===== config.mk =====
export PLATFORM = sky130hd
export DESIGN_NAME = lgsu_row_rule
export DESIGN_NICKNAME = d
export VERILOG_FILES = /design/src/rtl/life_grid_step_with_undo_top_assert.svh /design/src/rtl/lgsu_pkg.sv /design/src/rtl/lgsu_row_rule.sv
export SDC_FILE = /design/constraint.sdc
export NUM_CORES = 1
export LEC_CHECK = 0
export BUFFER_PORTS_ARGS = -buffer_cell sky130_fd_sc_hd__buf_2
export CAP_MARGIN = 20
export CORE_MARGIN = 2
export CORE_UTILIZATION = 52
export DETAILED_ROUTE_END_ITERATION = 12
export PLACE_DENSITY = 0.92
export SLEW_MARGIN = 20
export SYNTH_ARGS = -nofsm -noshare
export SYNTH_HDL_FRONTEND = slang
export SYNTH_SLANG_ARGS = --single-unit

===== constraint.sdc =====
create_clock -name vclk -period 2.7
set_clock_uncertainty 0.15 [all_clocks]
set_input_delay 0.135 -clock vclk [all_inputs]
set_output_delay 0.135 -clock vclk [all_outputs]
set_load 0.03 [all_outputs]

===== src/rtl/life_grid_step_with_undo_top_assert.svh =====
// Assertion macros for the RTL; clock i_clk, synchronous reset i_rst_n.
`ifndef LIFE_GRID_STEP_WITH_UNDO_TOP_ASSERT_SVH
`define LIFE_GRID_STEP_WITH_UNDO_TOP_ASSERT_SVH

// Same-cycle implication.
`define LGSU_ASSERT_NOW(lbl, ante, cons) \
    lbl: assert property (@(posedge i_clk) disable iff (!i_rst_n) (ante) |-> (cons)) \
        else $error("assertion failed");

// Next-cycle implication.
`define LGSU_ASSERT_NEXT(lbl, ante, cons) \
    lbl: assert property (@(posedge i_clk) disable iff (!i_rst_n) (ante) |=> (cons)) \
        else $error("assertion failed");

`endif


===== src/rtl/lgsu_pkg.sv =====
package lgsu_pkg;

    localparam int GRID_ROWS     = 64;
    localparam int GRID_COLS     = 64;
    localparam int HISTORY_DEPTH = 4;

    localparam int WORD_W   = 64;
    localparam int ROW_W    = $clog2(GRID_ROWS);
    localparam int COL_W    = 6;
    localparam int PTR_W    = (HISTORY_DEPTH > 1) ? $clog2(HISTORY_DEPTH) : 1;
    localparam int SNAP_DEPTH = HISTORY_DEPTH * GRID_ROWS;
    localparam int SNAP_AW  = $clog2(SNAP_DEPTH);
    localparam int CNT_W    = $clog2(GRID_ROWS + 2);

    typedef logic [WORD_W-1:0] t_word;

    localparam t_word COL_MASK = {WORD_W{1'b1}} >> (WORD_W - GRID_COLS);

    localparam logic [1:0] OP_TOGGLE = 2'd0;
    localparam logic [1:0] OP_STEP   = 2'd1;
    localparam logic [1:0] OP_UNDO   = 2'd2;
    localparam logic [1:0] OP_READ   = 2'd3;

    localparam logic STAT_OK      = 1'b0;
    localparam logic STAT_NO_SNAP = 1'b1;

endpackage


===== src/rtl/lgsu_row_rule.sv =====
module lgsu_row_rule (
    input  lgsu_pkg::t_word i_above,
    input  lgsu_pkg::t_word i_here,
    input  lgsu_pkg::t_word i_below,
    output lgsu_pkg::t_word o_next
);

    lgsu_pkg::t_word a;
    lgsu_pkg::t_word h;
    lgsu_pkg::t_word b;

    assign a = i_above & lgsu_pkg::COL_MASK;
    assign h = i_here  & lgsu_pkg::COL_MASK;
    assign b = i_below & lgsu_pkg::COL_MASK;

    // Shifted copies put the left and right neighbors of column c at bit c;
    // zeros shift in at both edges, so the border reads as dead.
    always_comb begin : p_rule
        logic [3:0]      nbr;
        lgsu_pkg::t_word a_l, a_r, h_l, h_r, b_l, b_r, res;
        a_l = a << 1;
        a_r = a >> 1;
        h_l = h << 1;
        h_r = h >> 1;
        b_l = b << 1;
        b_r = b >> 1;
        res = '0;
        for (int c = 0; c < lgsu_pkg::WORD_W; c++) begin
            nbr = 4'(a_l[c]) + 4'(a[c]) + 4'(a_r[c]) + 4'(h_l[c]) + 4'(h_r[c])
                + 4'(b_l[c]) + 4'(b[c]) + 4'(b_r[c]);
            res[c] = (nbr == 4'd3) || ((nbr == 4'd2) && h[c]);
        end
        o_next = res & lgsu_pkg::COL_MASK;
    end

endmodule


**Word level (Yosys, flattened, before mapping)**

Index checks and enable logic that the tools add are counted.

- Input port bits: 192
- Register bits after elaboration: 0
- Output and inout bits: 64
- Word-level logic and storage cells: 697

- Reductions and logical operators: 128
- Add/sub/neg operators: 441
- Equal/unequal tests: 128

Operators by type and width:

| operator | number |
|---|---|
| $add A4 B1 Y4 | 254 |
| $eq A4 B2 Y1 const B | 128 |
| $add A3 B1 Y4 | 62 |
| $add A2 B1 Y3 | 62 |
| $add A1 B1 Y2 | 63 |
| $logic_and A1 B1 Y1 | 64 |
| $logic_or A1 B1 Y1 | 64 |

**Longest topological paths before layout**

Gate-level depths: netlist of the first run.

- Word-level depth: 10
- Gate-level depth with buffers: 9
- Gate-level depth less buffers: 9

**Worst setup path before layout of the first run**

Ideal clock, no wire load.

- Kind: input to output
- Start: in i_above[39]
- End: out o_next[40]
- Stages: 9
- Data arrival time: 3.039 ns
- Buffers on the path: 0
- Required time: 2.415 ns
- Path slack: -0.624 ns
- Path through: inv_1 fa_1 fa_1 fa_1 inv_1 ha_1 fa_1 or2_2 a21oi_1

- Longest elaborated chain between the ends: 10
- Elaborated cells between the ends (all ways): 11
- Classes of those cells: add/sub: 7; eq/ne: 2; reduce/logical: 2

RTL lines:

| element | RTL line | text |
|---|---|---|
| start: declaration | lgsu_row_rule.sv:2 | `input lgsu_pkg::t_word i_above,` |
| $add A1 B1 Y2 * | lgsu_row_rule.sv:29 | `nbr = 4'(a_l[c]) + 4'(a[c]) + 4'(a_r[c]) + 4'(h_l[c]) + 4'(h_r[c])` |
| $add A2 B1 Y3 * | lgsu_row_rule.sv:29 |  |
| $add A3 B1 Y4 * | lgsu_row_rule.sv:29 |  |
| $add A4 B1 Y4 * | lgsu_row_rule.sv:29 |  |
| $add A4 B1 Y4 * (3 in a row) | lgsu_row_rule.sv:30 | `+ 4'(b_l[c]) + 4'(b[c]) + 4'(b_r[c]);` |
| $eq A4 B2 Y1 | lgsu_row_rule.sv:31 | `res[c] = (nbr == 4'd3) \|\| ((nbr == 4'd2) && h[c]);` |
| $logic_and A1 B1 Y1 | lgsu_row_rule.sv:31 |  |
| $logic_or A1 B1 Y1 * | lgsu_row_rule.sv:31 |  |
| end: declaration | lgsu_row_rule.sv:5 | `output lgsu_pkg::t_word o_next` |

Mark *: on every way between the ends. The rest lies on a longest branch, timed or not.

**Worst setup path in the final report of the first run**

- Start: in i_here[45]
- End: out o_next[46]

- Longest elaborated chain between the ends: 8
- Elaborated cells between the ends (all ways): 9
- Classes of those cells: add/sub: 5; eq/ne: 2; reduce/logical: 2

RTL lines:

| element | RTL line | text |
|---|---|---|
| start: declaration | lgsu_row_rule.sv:3 | `input lgsu_pkg::t_word i_here,` |
| $add A3 B1 Y4 * | lgsu_row_rule.sv:29 |  |
| $add A4 B1 Y4 * | lgsu_row_rule.sv:29 |  |
| $add A4 B1 Y4 * (3 in a row) | lgsu_row_rule.sv:30 |  |
| $eq A4 B2 Y1 | lgsu_row_rule.sv:31 |  |
| $logic_and A1 B1 Y1 | lgsu_row_rule.sv:31 |  |
| $logic_or A1 B1 Y1 * | lgsu_row_rule.sv:31 |  |

Marked as above.

==> impl_metrics.csv, run 1 <==
group,metric,value,unit
placed_design,dp.cells,1955,
die,die-width,148,µm
critical_path,cp.required,2.41,ns
min_path,hold_depth,4,
yosys,synthCells,1197,
critical_path,path_cells,"buf_2 -> inv_2 -> fa_1 -> fa_1 -> fa_1 -> inv_2 -> ha_4 -> fa_2 -> o21ai_2 -> a21oi_4 -> buf_6",
critical_path,critPathMostFrequentCell,"fa_1",
drt,vias_per_cell,6.16,
cells_and_area,design_area,18100,µm²
critical_path,cp_slowest_cell,"fa_1",
sta,finalCriticalPeriod,3.74,ns
drt,dr.first_iter.drc_count,966,
die,rows,52,
power,powerDensity,585,nW/µm²
drt,dr.pass1.iters,5,
yosys,synth.net_count,1830,
cells_and_area,nNetsFinal,2382,
drt,drc,0,
yosys,yosysWarnings,0,
sta,rsz0062_at_grt,"yes",
run,cap_violations,0,
critical_path,critPathArrivalTime,3.45,ns
status,violations,"negative setup slack",
cts,ctsHoldBuffers,0,
cells_and_area,n_sequential_cell,0,
placed_design,dpl-instance-area,15400,µm²
grt,grt_pass1_vias,13800,
critical_path,critPathBufInv,4,
yosys,postSynthAreaPerCell,8.96,µm²
drt,num_vias,12400,
cells_and_area,instances_no_fill,2020,
sta,drv_slew,0,
critical_path,crit_start,"i_here[45]",
placed_design,portBuffers,256,
power,peakVddDrop,0.434,mV
min_path,min_to,"o_next[40]",
critical_path,crit_type,"in -> out",
die,ioPinCount,256,
sta,timing.slew.headroom,70.4,%
cells_and_area,area_delta_synth_final,68.3,%
drt,ant_nets,0,
grt,grt_start_max_net_pins,4,
grt,grt_use_total,41.3,%
yosys,synth_cell_types,12,
yosys,syn_area,10700,µm²
sta,worst_pin_slew,0.442,ns
cells_and_area,seqCellArea,0,µm²
power,p_leak,9.02,nW
sta,finalCritPeriodShare,139,%
critical_path,path_max_fanout,2,
critical_path,max_stage_delay,0.75,ns
min_path,hold_path_class,"in -> out",
critical_path,start_kind,"primary input",
yosys,synth-seq-area-share,0,%
placed_design,dp_hpwl,29300,µm
grt,grt.overflow.total,0,
drt,wl_per_cell,27.3,µm
grt,antenna_found_initial,5,
sta,hold_viol,0,
sta,setup_violations,63,
die,start_util,53.0,%
grt,grt_pass1_wl,70000,µm
cells_and_area,clock_buffers,0,
critical_path,worst_setup_path_end_kind,"output pin",
placed_design,gp_routability_congestion,0.871,
cells_and_area,final_core_util,89.2,%
drt,routed_wl,55100,µm
sta,worst_slack,-1.04,ns
sta,fmax,267,MHz
critical_path,cp_top_family,"adder cells",
status,status,"finished, violations left",
cells_and_area,drive_gt1_share,59.5,%
min_path,min_from,"i_here[40]",
die,die_y,148,µm
die,die_area,21800,µm²
die,core,20200,µm²
==> kinds of logic (layout without fill, tap and decap cells) <==
family	after synthesis	after routing	share of synthesized area [%]
other cells	0	3	0
simple gates	128	128	6.68
buf+inv	443	993	15.5
compound gates	185	185	8.74
fa+ha+maj	441	441	69.1
==> cell usage in the layout, fill, tap and decap left out <==
cell type,instances
fa_2,67
or2_4,61
fa_1,185
buf_2,88
inv_2,95
a2111oi_4,1
a31oi_1,1
ha_4,50
nand2_1,1
buf_12,1
a21oi_2,1
inv_4,60
nor2_1,3
nor3b_2,2
inv_12,1
o21ai_4,7
a21oi_4,61
o21ai_2,54
buf_4,299
inv_1,271
nand3_2,1
inv_6,12
ha_1,126
buf_8,60
a21oi_1,60
buf_6,102
ha_2,13
nand3_1,60
diode_2,3
inv_8,4
==> repair_timing <==
item | in CTS | in global routing
setup endpoints to repair | 62 | 64
pin swaps | 210 | 140
gates resized for setup | 521 | 150
buffers inserted | 33 | 29
==> worst max-delay path by stage <==
stage | endpoint | slack, ns | depth (start not counted)
floorplan | o_next[24] | -0.29 | 9
detailed placement | o_next[58] | -0.73 | 11
CTS | o_next[58] | -0.57 | 11
finish | o_next[46] | -1.04 | 11
global route | o_next[50] | -1.0 | 12
global placement | o_next[29] | -0.61 | 11
==> synth_stat cells <==
| cell type | n | share of area [%] |
|---|---|---|
| a2111oi_2 | 1 | 0.14 |
| a21oi_1 | 122 | 5.7 |
| a31oi_1 | 1 | 0.058 |
| fa_1 | 252 | 47 |
| ha_1 | 189 | 22 |
| inv_1 | 443 | 16 |
| nand2_1 | 1 | 0.035 |
| nand3_1 | 61 | 2.8 |
| nor2_1 | 3 | 0.10 |
| nor3b_1 | 2 | 0.14 |
| o21ai_0 | 61 | 2.8 |
| or2_2 | 61 | 3.6 |
==> where the power goes <==
group          internal (mW)     total, mW  switching [mW]
clock network   0.0000000429  0.0000000429               0
logic                   4.76          10.6            5.80
registers                  0             0               0
total                   4.76          10.6            5.80
==> through the flow <==
step	worst slack [ns]	hold WS, ns	TNS (ns)	power [mW]
floorplan	-0.285	0.315	-16.45	5.53
finish	-1.04	0.533	-34.19	10.6
CTS	-0.574	0.499	-27.88	8.77
detailed placement	-0.731	0.553	-35.82	7.55
global placement	-0.612	0.535	-31.44	6.89
global route	-0.997	0.537	-36.83	11.1
==> per-layer routing <==
metal  part of all wire, %  GRT usage, %  vias up
li1                      -             -     4725
met1                    29          39.7     5853
met2                    47          76.0     1255
met3                    12          7.96      609
met4                    12          33.7        4
met5                 0.044             0        -
==> cell type report <==
class | instances | area (µm²)
Multi-Input combinational cell | 754 | 11000
Tap cell | 270 | 338
Inverter | 443 | 1920
Antenna cell | 3 | 7.51
Fill cell | 706 | 2180
Timing Repair Buffer | 550 | 4750
Power figures use the tool's default switching activity.
==> run 2: changes to the inputs <==
--- a/config.mk
+++ b/config.mk
@@ -5,12 +5,13 @@
 export SDC_FILE = /design/constraint.sdc
 export NUM_CORES = 1
 export LEC_CHECK = 0
+export ABC_AREA = 1
 export BUFFER_PORTS_ARGS = -buffer_cell sky130_fd_sc_hd__buf_2
 export CAP_MARGIN = 20
 export CORE_MARGIN = 2
-export CORE_UTILIZATION = 52
+export CORE_UTILIZATION = 53
 export DETAILED_ROUTE_END_ITERATION = 12
-export PLACE_DENSITY = 0.92
+export PLACE_DENSITY = 0.89
 export SLEW_MARGIN = 20
 export SYNTH_ARGS = -nofsm -noshare
 export SYNTH_HDL_FRONTEND = slang
==> impl_metrics.csv, run 2 <==
group,metric,value,unit
yosys,synth_top_cell_by_area,"fa_1",
die,start_util,54.2,%
status,error_line,"[ERROR GRT-0232] Routing congestion too high. Check the congestion heatmap in the GUI.",
yosys,syn_area,11400,µm²
yosys,synth_top_family_by_area,"adder cells",
yosys,synth-seq-area-share,0,%
placed_design,dp.cells,2195,
grt,grt_use_total,60.0,%
sta,worst_endpoint,"o_next[27]",
yosys,postSynthAreaPerCell,7.89,µm²
yosys,synthCells,1448,
status,status,"did not finish",
status,lastStage,"global routing (5_1_grt)",
die,die-width,151,µm
placed_design,dp_hpwl,30100,µm
yosys,synth_xor_area_share,0,%
grt,grt.overflow.total,3,
yosys,muxShareOfSynthArea,0,%
placed_design,gp_routability_congestion,0.908,
cts,ctsHoldBuffers,0,
yosys,synth.net_count,2081,
yosys,synth_fa_ha_area_share,64.9,%
yosys,synthSimpleGateAreaFrac,11.7,%
grt,grt_start_max_net_pins,4,
yosys,ys_top_cells_by_area,"fa_1 (44%), ha_1 (21%), inv_1 (21%)",
yosys,yosysTopAreaCellShare,44.2,%
yosys,synth_cell_types,8,
yosys,synth_most_common_cell,"inv_1",
die,ioPinCount,256,
die,rows,53,
sta,worstEpCategory,"top-level output",
yosys,yosysWarnings,0,
die,die_y,151,µm
placed_design,portBuffers,256,
yosys,synth_compound_area_share,2.76,%
yosys,netlist_top_cells_count,"inv_1 (629), fa_1 (252), ha_1 (189), nand2_1 (188), nand3_1 (123)",
[run 2: cells by family after synthesis]
kind of cell | count (synthesis)
buffers and inverters | 629
adders and majority gates | 441
and+or+nand+nor | 315
AOI/OAI and AO/OA | 63
[run 2: repair_timing]
action | CTS
setup endpoints to repair | 62
setup buffers | 29
gates resized for setup | 492
pin swaps | 174
endpoints found under the hold margin | 0
[run 2: layer usage]
layer,overflow,GRT usage (%)
met5,0,3.86
met4,0,58.1
met3,0,41.2
met2,3,82.9
met1,0,58.2
[run 2: through the flow]
step                      util [%]  hold WS, ns  setup WS, ns  area [µm²]  setup TNS (ns)
after floorplan                  -        0.365        -0.255       12400          -15.36
after global placement        74.4        0.577        -0.531       15700          -31.05
after detailed placement      74.4        0.630        -0.662       15700          -35.88
after CTS                     82.4        0.633        -0.586       17400          -28.43
==> run 3: changes to the inputs <==
--- a/config.mk
+++ b/config.mk
@@ -9,9 +9,9 @@
 export BUFFER_PORTS_ARGS = -buffer_cell sky130_fd_sc_hd__buf_2
 export CAP_MARGIN = 20
 export CORE_MARGIN = 2
-export CORE_UTILIZATION = 53
+export CORE_UTILIZATION = 40
 export DETAILED_ROUTE_END_ITERATION = 12
-export PLACE_DENSITY = 0.89
+export PLACE_DENSITY_LB_ADDON = 0.15
 export SLEW_MARGIN = 20
 export SYNTH_ARGS = -nofsm -noshare
 export SYNTH_HDL_FRONTEND = slang
==> constraint.sdc (replaced) <==
create_clock -name vclk -period 3.5
set_clock_uncertainty 0.15 [all_clocks]
set_input_delay 0.175 -clock vclk [all_inputs]
set_output_delay 0.175 -clock vclk [all_outputs]
set_load 0.03 [all_outputs]
==> impl_metrics.csv, run 3 <==
group,metric,value,unit
status,status,"complete, no violations",
yosys,synth_compound_area_share,2.76,%
cells_and_area,layout_commonest_cell,"inv_1",
yosys,synthCells,1448,
yosys,synth_most_common_cell,"inv_1",
sta,finalCritPeriodShare,96.4,%
die,die_area,29900,µm²
min_path,hold_depth,4,
grt,grt.overflow.total,0,
min_path,hold_path_class,"in -> out",
critical_path,cp.required,3.17,ns
power,power.total,4.47,mW
yosys,synth_top_family_by_area,"adder cells",
yosys,synthSimpleGateAreaFrac,11.7,%
cells_and_area,area_delta_synth_final,16.1,%
power,powerDensity,337,nW/µm²
power,seq_power_share,0,%
power,swShare,60.5,%
critical_path,worst_setup_path_end_kind,"output pin",
sta,drv_slew,0,
power,p_leak,8.22,nW
power,peakVddDrop,0.176,mV
sta,setup_violations,0,
cts,ctsHoldBuffers,0,
cells_and_area,clock_buffers,0,
grt,antenna_found_initial,4,
sta,worst_pin_slew,0.238,ns
cts,ctsResizeCount,0,
critical_path,path_max_fanout,2,
min_path,min_from,"i_here[63]",
cells_and_area,nNetsFinal,2345,
cells_and_area,seqCellArea,0,µm²
yosys,ys_top_cells_by_area,"fa_1 (44%), ha_1 (21%), inv_1 (21%)",
yosys,synth_top_cell_by_area,"fa_1",
drt,dr.first_iter.drc_count,178,
power,clkPwrFrac,0,%
cells_and_area,drive_gt1_share,15.7,%
yosys,synth.net_count,2081,
cells_and_area,n_sequential_cell,0,
sta,rsz0062_at_grt,"no",
die,rows,61,
drt,ant_nets,0,
die,die-width,173,µm
yosys,muxShareOfSynthArea,0,%
die,die_y,173,µm
cts,post-cts-setup-buffer-count,0,
cells_and_area,design_area,13300,µm²
drt,vias_per_cell,4.22,
sta,finalSetupTns,0,ns
yosys,postSynthAreaPerCell,7.89,µm²
sta,finalCriticalPeriod,3.37,ns
drt,drc,0,
die,start_util,40.9,%
drt,wl_per_cell,10.4,µm
grt,grt_pass1_wl,40700,µm
yosys,netlist_top_cells_count,"inv_1 (629), fa_1 (252), ha_1 (189), nand2_1 (188), nand3_1 (123)",
die,core,27900,µm²
placed_design,portBuffers,256,
placed_design,dpl-instance-area,13200,µm²
placed_design,dp.cells,2088,
grt,grt_start_max_net_pins,4,
yosys,synth_fa_ha_area_share,64.9,%
power,p_sw,2.71,mW
critical_path,start_kind,"primary input",
placed_design,dp_hpwl,21500,µm
grt,grt_use_total,15.5,%
cells_and_area,final_cell_mix,"inv_1 (627), fa_1 (252), buf_2 (246)",
placed_design,dp_slack,0.0796,ns
critical_path,crit_type,"in -> out",
yosys,syn_area,11400,µm²
power,comb_power_share,100.0,%
yosys,synth-seq-area-share,0,%
placed_design,gp_routability_congestion,0.772,
run,cap_violations,0,
drt,routed_wl,21800,µm
cells_and_area,instances_no_fill,2089,
power,p_int,1.77,mW
drt,dr.pass1.iters,5,
sta,hold_viol,0,
sta,timing.slew.headroom,84.1,%
drt,num_vias,8826,
yosys,synth_xor_area_share,0,%
sta,worst_slack,0.127,ns
sta,fmax,296,MHz
die,ioPinCount,256,
yosys,yosysWarnings,0,
yosys,yosysTopAreaCellShare,44.2,%
grt,grt_pass1_vias,9334,
critical_path,critPathArrivalTime,3.05,ns
yosys,synth_cell_types,8,
min_path,min_to,"o_next[63]",
## run 3: cell counts after synthesis
Identical to the previous run, type by type.
## run 3: logic make-up (layout without fill, tap and decap cells)
logic type | after synthesis | count (layout)
AO/OA/AOI/OAI | 63 | 63
adder cells (fa/ha/maj) | 441 | 441
buffers and inverters | 629 | 891
other | 0 | 1
AND/OR/NAND/NOR | 315 | 315
## run 3: cell type report
cell class,count,area (µm²)
Fill cell,2894,14700
Multi-Input combinational cell,819,9080
Inverter,629,2360
Timing Repair Buffer,262,1350
Tap cell,378,473
Antenna cell,1,2.50
## run 3: metrics by stage
stage,hold WS [ns],utilization (%)
2_1_floorplan,0.449,-
3_3_place_gp,0.634,47.3
3_5_place_dp,0.628,47.3
4_1_cts,0.627,47.3
5_1_grt,0.683,47.5
6_report,0.623,47.5
## run 3: how the worst max path moves through the flow
stage | start | endpoint | slack [ns] | cells past startpoint
3_5_place_dp | i_above[54] | o_next[55] | 0.08 | 11
5_1_grt | i_here[9] | o_next[10] | 0.001 | 11
6_report | i_above[25] | o_next[26] | 0.13 | 11
4_1_cts | i_above[54] | o_next[55] | 0.07 | 11
3_3_place_gp | i_above[54] | o_next[55] | 0.07 | 11
2_1_floorplan | i_above[35] | o_next[36] | 0.24 | 9
## run 3: power by group through the flow
stage	Clock, mW	Combinational, mW	Sequential (mW)
2_1_floorplan	0	3.38	0
3_3_place_gp	0	4.37	0
3_5_place_dp	0	4.49	0
4_1_cts	0	4.52	0
5_1_grt	0.0000000382	5.28	0
6_report	0.0000000382	4.47	0
## run 3: per-layer routing
layer | part of all wire, % | vias to the layer above | GRT usage [%] | routed length [µm]
met4 | 0.17 | 2 | 0.212 | 38
met2 | 47 | 154 | 27.4 | 10300
met1 | 47 | 4041 | 21.6 | 10300
met5 | 0.050 | - | 0 | 11
li1 | - | 4625 | - | -
met3 | 5.1 | 4 | 2.00 | 1110
## run 3: worst max-delay path, cell delays in order
cell	delay [ns]
buf_2	0.10
inv_1	0.08
fa_1	0.56
fa_1	0.45
fa_1	0.51
inv_1	0.04
ha_1	0.20
fa_1	0.49
nand3_1	0.07
a21oi_1	0.12
buf_2	0.23
